===== src/rtl/awas_pkg.sv =====
// ----------------------------------------------------------------------------
// awas_pkg: shared types and constants of the window average block
// Sample layout, configuration register map and reset values.
// ----------------------------------------------------------------------------
package awas_pkg;

  localparam int unsigned DefWindow = 16;

  localparam int unsigned SampleW = 16;
  localparam int unsigned CfgIdxW = 8;
  localparam int unsigned CfgDataW = 16;

  // configuration register map
  localparam logic [CfgIdxW-1:0] RegThreshold   = 8'd0;
  localparam logic [CfgIdxW-1:0] RegStableCount = 8'd1;

  localparam logic [15:0] ThresholdReset   = 16'd64;
  localparam logic [7:0]  StableCountReset = 8'd10;

  // one three-axis sample, x in the lowest bits
  typedef struct packed {
    logic signed [SampleW-1:0] z;
    logic signed [SampleW-1:0] y;
    logic signed [SampleW-1:0] x;
  } sample_t;

  typedef struct packed {
    logic [15:0] threshold;
    logic [7:0]  stable_count;
  } cfg_t;

endpackage


===== src/rtl/awas_cell.sv =====
// ----------------------------------------------------------------------------
// awas_cell: one entry of the sample window
// Takes its neighbor's sample on every request, or the new sample while
// the window is being filled by the first request.
// ----------------------------------------------------------------------------
module awas_cell (
  input  logic             clk_i,
  input  logic             shift_i,
  input  logic             fill_i,
  input  awas_pkg::sample_t fill_data_i,
  input  awas_pkg::sample_t prev_i,
  output awas_pkg::sample_t data_o
);

  awas_pkg::sample_t data_q;

  always_ff @(posedge clk_i) begin
    if (shift_i) begin
      data_q <= fill_i ? fill_data_i : prev_i;
    end
  end

  assign data_o = data_q;

endmodule


===== src/rtl/awas_judge.sv =====
// ----------------------------------------------------------------------------
// awas_judge: stillness verdict and output register
// Compares window sums of consecutive requests, tracks the group and
// divides the sums down to window averages.
// ----------------------------------------------------------------------------
module awas_judge #(
  parameter int unsigned WINDOW = awas_pkg::DefWindow
) (
  input  logic                                  clk_i,
  input  logic                                  rst_ni,
  input  logic                                  valid_i,
  output logic                                  ready_o,
  input  logic signed [awas_pkg::SampleW+$clog2(WINDOW)-1:0] sum_i [3],
  input  awas_pkg::cfg_t                        cfg_i,
  output logic                                  m_valid_o,
  input  logic                                  m_ready_i,
  output awas_pkg::sample_t                     avg_o,
  output logic                                  verdict_o,
  output logic                                  stable_o
);

  localparam int unsigned LogW = $clog2(WINDOW);
  localparam int unsigned SumW = awas_pkg::SampleW + LogW;

  logic signed [SumW-1:0] prev_q [3];
  logic signed [SumW-1:0] prev_d [3];
  logic [7:0]             run_q, run_d;
  logic                   in_group_q, in_group_d;
  logic                   stable_q, stable_d;
  logic                   verdict_d;
  logic                   out_v_q;
  logic                   out_verdict_q;
  awas_pkg::sample_t      avg_q;
  logic [awas_pkg::SampleW-1:0] avg_d [3];

  logic [SumW-1:0]        limit;
  logic signed [SumW:0]   limit_s;
  logic signed [SumW:0]   diff [3];
  logic                   far;
  logic                   adv;

  assign ready_o = !out_v_q || m_ready_i;
  assign adv     = valid_i && ready_o;

  assign limit   = SumW'(cfg_i.threshold) * SumW'(WINDOW);
  assign limit_s = $signed({1'b0, limit});

  always_comb begin
    far = 1'b0;
    for (int a = 0; a < 3; a++) begin
      diff[a] = {sum_i[a][SumW-1], sum_i[a]} - {prev_q[a][SumW-1], prev_q[a]};
      if ((diff[a] > limit_s) || (diff[a] < -limit_s)) begin
        far = 1'b1;
      end
    end
  end

  always_comb begin
    prev_d     = prev_q;
    run_d      = run_q;
    in_group_d = in_group_q;
    stable_d   = stable_q;
    verdict_d  = 1'b0;
    if (!in_group_q) begin
      prev_d     = sum_i;
      run_d      = '0;
      in_group_d = 1'b1;
    end else if (far) begin
      stable_d   = 1'b0;
      in_group_d = 1'b0;
      verdict_d  = 1'b1;
    end else begin
      run_d  = run_q + 8'd1;
      prev_d = sum_i;
    end
    // group closes as soon as enough close comparisons are in
    if (in_group_d && (run_d >= cfg_i.stable_count)) begin
      stable_d   = 1'b1;
      in_group_d = 1'b0;
      verdict_d  = 1'b1;
    end
  end

  // floor division of each sum by the window length
  if ((WINDOW & (WINDOW - 1)) == 0) begin : g_shift
    for (genvar a = 0; a < 3; a++) begin : g_axis
      assign avg_d[a] = sum_i[a][LogW+awas_pkg::SampleW-1:LogW];
    end
  end else begin : g_recip
    // bias to non-negative, multiply by a rounded-up reciprocal, unbias
    localparam int unsigned K     = SumW + LogW;
    localparam int unsigned ProdW = 2 * SumW + 1;
    localparam logic [63:0] Mul   = ((64'd1 << K) + 64'(WINDOW) - 64'd1) / 64'(WINDOW);
    localparam logic [63:0] Bias  = 64'd32768 * 64'(WINDOW);
    for (genvar a = 0; a < 3; a++) begin : g_axis
      logic [SumW-1:0]  biased;
      logic [ProdW-1:0] prod;
      assign biased   = sum_i[a] + Bias[SumW-1:0];
      assign prod     = ProdW'(biased) * ProdW'(Mul[SumW:0]);
      assign avg_d[a] = prod[K+awas_pkg::SampleW-1:K] ^ 16'h8000;
    end
  end

  always_ff @(posedge clk_i or negedge rst_ni) begin
    if (!rst_ni) begin
      prev_q        <= '{default: '0};
      run_q         <= '0;
      in_group_q    <= 1'b0;
      stable_q      <= 1'b1;
      out_v_q       <= 1'b0;
      out_verdict_q <= 1'b0;
    end else begin
      if (ready_o) begin
        out_v_q <= valid_i;
      end
      if (adv) begin
        prev_q        <= prev_d;
        run_q         <= run_d;
        in_group_q    <= in_group_d;
        stable_q      <= stable_d;
        out_verdict_q <= verdict_d;
      end
    end
  end

  always_ff @(posedge clk_i) begin
    if (adv) begin
      avg_q.x <= avg_d[0];
      avg_q.y <= avg_d[1];
      avg_q.z <= avg_d[2];
    end
  end

  assign m_valid_o = out_v_q;
  assign avg_o     = avg_q;
  assign verdict_o = out_verdict_q;
  assign stable_o  = stable_q;

`ifndef SYNTHESIS
  // a reported verdict always closes the group
  assert property (@(posedge clk_i) disable iff (!rst_ni)
    (m_valid_o && verdict_o) |-> !in_group_q)
    else $error("verdict reported with group still open");
`endif

endmodule


===== src/rtl/accel_window_average_stillness_top.sv =====
// ----------------------------------------------------------------------------
// accel_window_average_stillness_top: sliding window average with stillness
// Shift line of window cells, running sums per axis and a verdict stage.
//
//   port group   dir  contents
//   s_axis_*     in   raw sample request
//   m_axis_*     out  window averages and stillness verdict
//   cfg_*        in   register writes (threshold, stable count)
//
// one request per cycle sustained while the output is not stalled; a result passes
// through the sum register and then the verdict/output register
// the window cells shift once per request, the oldest leaves the last cell
// reset clears the sums, group state and registers, verdict reads stable;
// the window is not cleared, the first request fills every cell
// an output stall holds the verdict stage; if the sum stage is empty, one more
// request is taken into it before the input side stalls too
// ----------------------------------------------------------------------------
module accel_window_average_stillness_top #(
  parameter int unsigned WINDOW = awas_pkg::DefWindow
) (
  input  logic                          clk_i,
  input  logic                          rst_ni,
  input  logic                          s_axis_tvalid,
  output logic                          s_axis_tready,
  input  logic [47:0]                   s_axis_tdata,  // accel_x, accel_y, accel_z
  output logic                          m_axis_tvalid,
  input  logic                          m_axis_tready,
  output logic [47:0]                   m_axis_tdata,  // avg_x, avg_y, avg_z
  output logic [1:0]                    m_axis_tuser,  // verdict_valid, is_stable
  input  logic                          cfg_valid_i,
  output logic                          cfg_ready_o,
  input  logic [awas_pkg::CfgIdxW-1:0]  cfg_index_i,
  input  logic [awas_pkg::CfgDataW-1:0] cfg_data_i
);

  localparam int unsigned LogW = $clog2(WINDOW);
  localparam int unsigned SumW = awas_pkg::SampleW + LogW;
  localparam logic signed [SumW-1:0] WinS = SumW'(WINDOW);

  awas_pkg::sample_t in_s;
  awas_pkg::sample_t chain [WINDOW+1];
  awas_pkg::sample_t oldest;
  awas_pkg::sample_t avg;
  awas_pkg::cfg_t    cfg_q;

  logic                   accept;
  logic                   primed_q;
  logic                   a_v_q;
  logic                   b_ready;
  logic                   verdict;
  logic                   stable;
  logic signed [SumW-1:0] sum_q [3];
  logic signed [SumW-1:0] sum_d [3];
  logic signed [SumW-1:0] ext_new [3];
  logic signed [SumW-1:0] ext_old [3];

  assign in_s          = awas_pkg::sample_t'(s_axis_tdata);
  assign accept        = s_axis_tvalid && s_axis_tready;
  assign s_axis_tready = !a_v_q || b_ready;
  assign chain[0]      = in_s;
  assign oldest        = chain[WINDOW];

  for (genvar g = 0; g < WINDOW; g++) begin : g_cell
    awas_cell u_cell (
      .clk_i       (clk_i),
      .shift_i     (accept),
      .fill_i      (!primed_q),
      .fill_data_i (in_s),
      .prev_i      (chain[g]),
      .data_o      (chain[g+1])
    );
  end

  assign ext_new[0] = {{LogW{in_s.x[15]}}, in_s.x};
  assign ext_new[1] = {{LogW{in_s.y[15]}}, in_s.y};
  assign ext_new[2] = {{LogW{in_s.z[15]}}, in_s.z};
  assign ext_old[0] = {{LogW{oldest.x[15]}}, oldest.x};
  assign ext_old[1] = {{LogW{oldest.y[15]}}, oldest.y};
  assign ext_old[2] = {{LogW{oldest.z[15]}}, oldest.z};

  always_comb begin
    for (int a = 0; a < 3; a++) begin
      if (!primed_q) begin
        sum_d[a] = ext_new[a] * WinS;
      end else begin
        sum_d[a] = sum_q[a] + ext_new[a] - ext_old[a];
      end
    end
  end

  always_ff @(posedge clk_i or negedge rst_ni) begin
    if (!rst_ni) begin
      sum_q    <= '{default: '0};
      primed_q <= 1'b0;
      a_v_q    <= 1'b0;
    end else begin
      if (accept) begin
        sum_q    <= sum_d;
        primed_q <= 1'b1;
        a_v_q    <= 1'b1;
      end else if (b_ready) begin
        a_v_q <= 1'b0;
      end
    end
  end

  assign cfg_ready_o = 1'b1;

  always_ff @(posedge clk_i or negedge rst_ni) begin
    if (!rst_ni) begin
      cfg_q.threshold    <= awas_pkg::ThresholdReset;
      cfg_q.stable_count <= awas_pkg::StableCountReset;
    end else if (cfg_valid_i && cfg_ready_o) begin
      unique case (cfg_index_i)
        awas_pkg::RegThreshold:   cfg_q.threshold    <= cfg_data_i;
        awas_pkg::RegStableCount: cfg_q.stable_count <= cfg_data_i[7:0];
        default: ;
      endcase
    end
  end

  awas_judge #(
    .WINDOW (WINDOW)
  ) u_judge (
    .clk_i     (clk_i),
    .rst_ni    (rst_ni),
    .valid_i   (a_v_q),
    .ready_o   (b_ready),
    .sum_i     (sum_q),
    .cfg_i     (cfg_q),
    .m_valid_o (m_axis_tvalid),
    .m_ready_i (m_axis_tready),
    .avg_o     (avg),
    .verdict_o (verdict),
    .stable_o  (stable)
  );

  assign m_axis_tdata = avg;
  assign m_axis_tuser = {stable, verdict};

`ifndef SYNTHESIS
  assert property (@(posedge clk_i) disable iff (!rst_ni)
    accept |=> (a_v_q && primed_q))
    else $error("accepted request did not reach the sum stage");

  assert property (@(posedge clk_i) disable iff (!rst_ni)
    $rose(m_axis_tvalid) |-> $past(a_v_q))
    else $error("result appeared without a request in the sum stage");

  assert property (@(posedge clk_i) disable iff (!rst_ni)
    (a_v_q && !b_ready) |-> !s_axis_tready)
    else $error("request taken while sum stage is blocked");
`endif

endmodule

===== config.mk =====
export PLATFORM = sky130hd
export DESIGN_NAME = accel_window_average_stillness_top
export DESIGN_NICKNAME = d
export VERILOG_FILES = /design/src/rtl/awas_pkg.sv /design/src/rtl/awas_cell.sv /design/src/rtl/awas_judge.sv /design/src/rtl/accel_window_average_stillness_top.sv
export SDC_FILE = /design/constraint.sdc
export NUM_CORES = 2
export LEC_CHECK = 0
export BUFFER_PORTS_ARGS = -buffer_cell sky130_fd_sc_hd__buf_2
export CAP_MARGIN = 10
export CORE_ASPECT_RATIO = 0.6
export CORE_MARGIN = 3
export CORE_UTILIZATION = 40
export DETAILED_ROUTE_END_ITERATION = 10
export PLACE_DENSITY = 0.61
export SYNTH_ARGS = -nofsm -noshare
export SYNTH_HDL_FRONTEND = slang
export SYNTH_SLANG_ARGS = --single-unit
export TNS_END_PERCENT = 100

===== constraint.sdc =====
create_clock -name clk_i -period 28 [get_ports clk_i]
set_input_delay 4.2 -clock clk_i [delete_from_list [all_inputs] [get_ports clk_i]]
set_output_delay 4.2 -clock clk_i [all_outputs]
set_load 0.03 [all_outputs]

==> key figures <==
Status
  – Status: finished, final reports clean

Clock network
  – Hold buffers post-CTS: 0
  – Post-CTS Setup Bufs: 0
  – CTS Buffer Depth: 3
  – Worst skew pair latency: 0.68 ns
  – Clock transition at path regs: around 0.06 ns
  – Post-CTS sizing: 0
  – CTS Sinks: approximately 1000
  – Number of CTS-inserted buffers: 86
  – CTS tree: built
  – Cell at the root of the clock tree: clkbuf_16
  – H-tree levels: 3

Routing
  – DRT antenna net count: 0
  – DRT Wirelength: ~100000 um
  – DR iter-0 viols: about 2900
  – DRC: 0
  – Vias: approximately 30000
  – Average routed wire per standard cell: around 17 um
  – Detail-routed via count per cell: between 4 and 5
  – Drt first pass iters: 5

Worst setup path
  – Worst setup SP type: input pin
  – Worst setup path endpoint: s_axis_tready
  – CP Depth: 3
  – Worst R2R Setup Slack: 20.26 ns
  – Arr. time, crit path: between 4 and 5 ns
  – Critical Path End Type: output pin
  – Critical Path Start: m_axis_tready
  – Critical Path RT: between 20 and 25 ns
  – FF-to-FF Start: u_judge.prev_q[21]$_DFFE_PN0P_
  – Critical-path maximum fanout: 3
  – CP dominant cell by count: buf_2
  – Cell family with the largest share of critical-path delay: buffers and inverters
  – CP cell instances: buf_2 -> nand3b_1 -> buf_2
  – RR Endpoint: u_judge.prev_q[20]$_DFFE_PN0P_
  – Critical Path Max Stage Delay: roughly 0.20 ns
  – Slowest CP cell: buf_2
  – CP Buf/Inv Count: 2
  – WS Path Type: in -> out
  – Reg2Reg Depth: 21

Global routing
  – Largest net degree at the start of global routing: 208
  – GRT Residual Overflow: 0
  – Total GRT Usage: 16.6%
  – Number of global-route vias before repair: roughly 29000
  – Initial antenna violation count: 6
  – First-pass GRT wire length: 163000 um

Power and ir drop
  – VDD IR-drop max: between 0.07 and 0.08 mV
  – P_leak: approximately 24 nW
  – Power density over the cells: roughly 110 nW/um^2

Yosys
  – Yosys warns: 0
  – Synthesized cell area: approximately 47000 sq um
  – Avg Inst Size Synth: between 10 and 15 sq um
  – Async S/R FF share, synth: between 15 and 20%
  – Top cell type by total area after synthesis: edfxtp_1
  – Seq/Total Area, Yosys: 60.4%
  – Post-synthesis register bit count: 974
  – Netlist cell types: 75
  – Leading post-synthesis cells by cell area: edfxtp_1 52%, nand2_1 13%, dfrtp_1 8.2%
  – EDFF count, synth: around 820
  – Mapped Cells: about 4400
  – Top-count cell post-synth: nand2_1
  – Yosys top cell area share: 52.0%
  – Top FF cell, synth: edfxtp_1
  – Post-Syn Nets: approximately 4800
  – Synth cell count leaders: 1578 x nand2_1, 816 x edfxtp_1, 335 x inv_1

STA
  – Max Slew Vio Count: 0
  – Period utilisation layout: roughly a third
  – Worst slew margin: 21.8%
  – Setup violations, final: 0
  – Fmax achieved: between 100 and 150 MHz
  – Final Hold Vio Count: 0
  – Setup TNS: 0 ns
  – RSZ-0062 raised after global routing: false
  – Final setup margin: about 19 ns
  – Worst Max-Slew Pin Slew: 1.17 ns
  – Fin crit period: ~8.9 ns
  – Clk_skew: about 0.02 ns

Placement
  – IO Port Bufs: around 130
  – Dpl cells: 5907
  – Gpl congestion: just under 0.9
  – Final HPWL DP: between 60000 and 70000 um
  – Pre-CTS WS: 19.13 ns

Floorplan
  – Core box area: 116000 sq um
  – Initial core utilization: 40.8%
  – I/O pin cnt: 130
  – Die Ht: around 270 um
  – Die width: 449 um
  – Die area: 122000 sq um
  – Row count: 96

Cells and area
  – Area grow syn2layout: 10.2%
  – Nets@finish: 4793
  – Layout cells sized above 1: between 6 and 7%
  – Register cell area after layout: 28500 sq um
  – Area of the multi-input gates: roughly 17000 sq um
  – Finished Layout Cells: slightly above 6000
  – Fillers: about 11000

Hold path
  – Hold Crit Class: reg -> reg

Run
  – Max-cap violations: 0
==> cells by family after synthesis <==
family | count (synthesis) | synth area share (%)
AO/OA/AOI/OAI | 469 | 6.28
XOR/XNOR | 107 | 1.99
adder cells (fa/ha/maj) | 289 | 8.63
buffers and inverters | 551 | 4.48
flip-flops | 974 | 60.4
multiplexers | 72 | 1.56
other | 1 | 0.00796
AND/OR/NAND/NOR | 1942 | 16.6
==> metrics by stage <==
stage | cell area, sq um | hold slack [ns] | utilization [%] | total power [mW]
final | 51900 | 0.497 | 44.9 | 5.71
after global routing | 51900 | 0.515 | 44.9 | 6.13
after CTS | 51900 | 0.493 | 44.9 | 5.71
after detailed placement | 49100 | 0.479 | 42.5 | 4.47
after global placement | 49100 | 0.471 | 42.5 | 4.42
after floorplan | 47100 | 0.453 | - | 3.87
==> state kept, by name, indices dropped and copies added (netlist names) <==
register	flops
u_judge.m_valid_o	1
g_cell.u_cell.data_o	768
u_judge.prev_q	60
u_judge.avg_o	48
u_judge.run_q	8
primed_q	1
u_judge.verdict_o	1
u_judge.in_group_q	1
a_v_q	1
sum_q	60
u_judge.stable_o	1
cfg_q	24
==> layout make-up <==
class / count / area share (%)
Sequential cell: 974 / 54.9
Multi-Input combinational cell: 2880 / 31.9
Clock buffer: 113 / 4.62
Tap cell: 1568 / 3.78
Inverter: 337 / 2.45
Timing Repair Buffer: 148 / 1.63
Clock inverter: 43 / 0.740
Antenna cell: 7 / 0.0338
==> worst register-to-register path, stage by stage (launching register included) <==
cell and delay (ns):
dfrtp_1 0.38, inv_1 0.07, ha_1 0.26, nor2b_1 0.11
o21ai_0 0.09, a21boi_0 0.41, o21ai_0 0.27, o21ai_0 0.48
a21boi_0 0.31, a311o_1 0.38, o21bai_1 0.16, xor2_1 0.68
ha_1 0.37, nand3_1 0.16, nor2_1 0.07, a221o_1 0.31
o21ai_0 0.34, o2111a_1 0.33, o211ai_2 0.33, a21oi_4 0.91
buf_4 0.73, mux2_1 0.47
==> placed cells by master (no fill, tap or decap), types with 16 or more instances in the layout <==
cell	n
nand3_1	42
a21oi_1	134
nor3_1	38
o21bai_1	17
xor2_1	21
inv_1	334
fa_1	60
clkbuf_16	90
buf_4	16
nand2b_1	68
clkinv_2	19
o21ai_0	104
nor2_1	117
a31oi_1	49
a21o_1	48
mux2i_1	60
ha_1	229
nand2_1	1578
clkbuf_1	17
nand4_1	23
xnor2_1	86
edfxtp_1	816
buf_2	127
dfrtp_1	153
or3_1	16
==> metal layers <==
layer	routed length [um]	track usage, %	vias up	part of all wire, %
met5	13	0	-	0.013
met4	1730	3.48	2	1.7
met3	6540	3.81	123	6.4
met2	41700	23.4	651	41
met1	52000	25.9	14600	51
li1	-	-	14900	-
==> worst min-delay path by stage <==
stage | startpoint | endpoint | slack (ns) | depth (start not counted)
floorplan | sum_q[56]$_DFFE_PN0P_ | u_judge.avg_o[12]$_DFFE_PP_ | 0.45 | 0
global placement | sum_q[0]$_DFFE_PN0P_ | u_judge.prev_q[0]$_DFFE_PN0P_ | 0.47 | 1
detailed placement | sum_q[0]$_DFFE_PN0P_ | u_judge.prev_q[0]$_DFFE_PN0P_ | 0.48 | 1
CTS | sum_q[0]$_DFFE_PN0P_ | u_judge.prev_q[0]$_DFFE_PN0P_ | 0.49 | 1
global route | sum_q[0]$_DFFE_PN0P_ | u_judge.prev_q[0]$_DFFE_PN0P_ | 0.51 | 1
finish | u_judge.prev_q[40]$_DFFE_PN0P_ | u_judge.prev_q[40]$_DFFE_PN0P_ | 0.50 | 1
==> power by group <==
group | switching, mW | internal, mW | total [mW]
Clock | 0.540 | 0.661 | 1.20
Combinational | 1.59 | 1.01 | 2.60
Sequential | 0.114 | 1.79 | 1.91
Power figures use the tool's default switching activity.
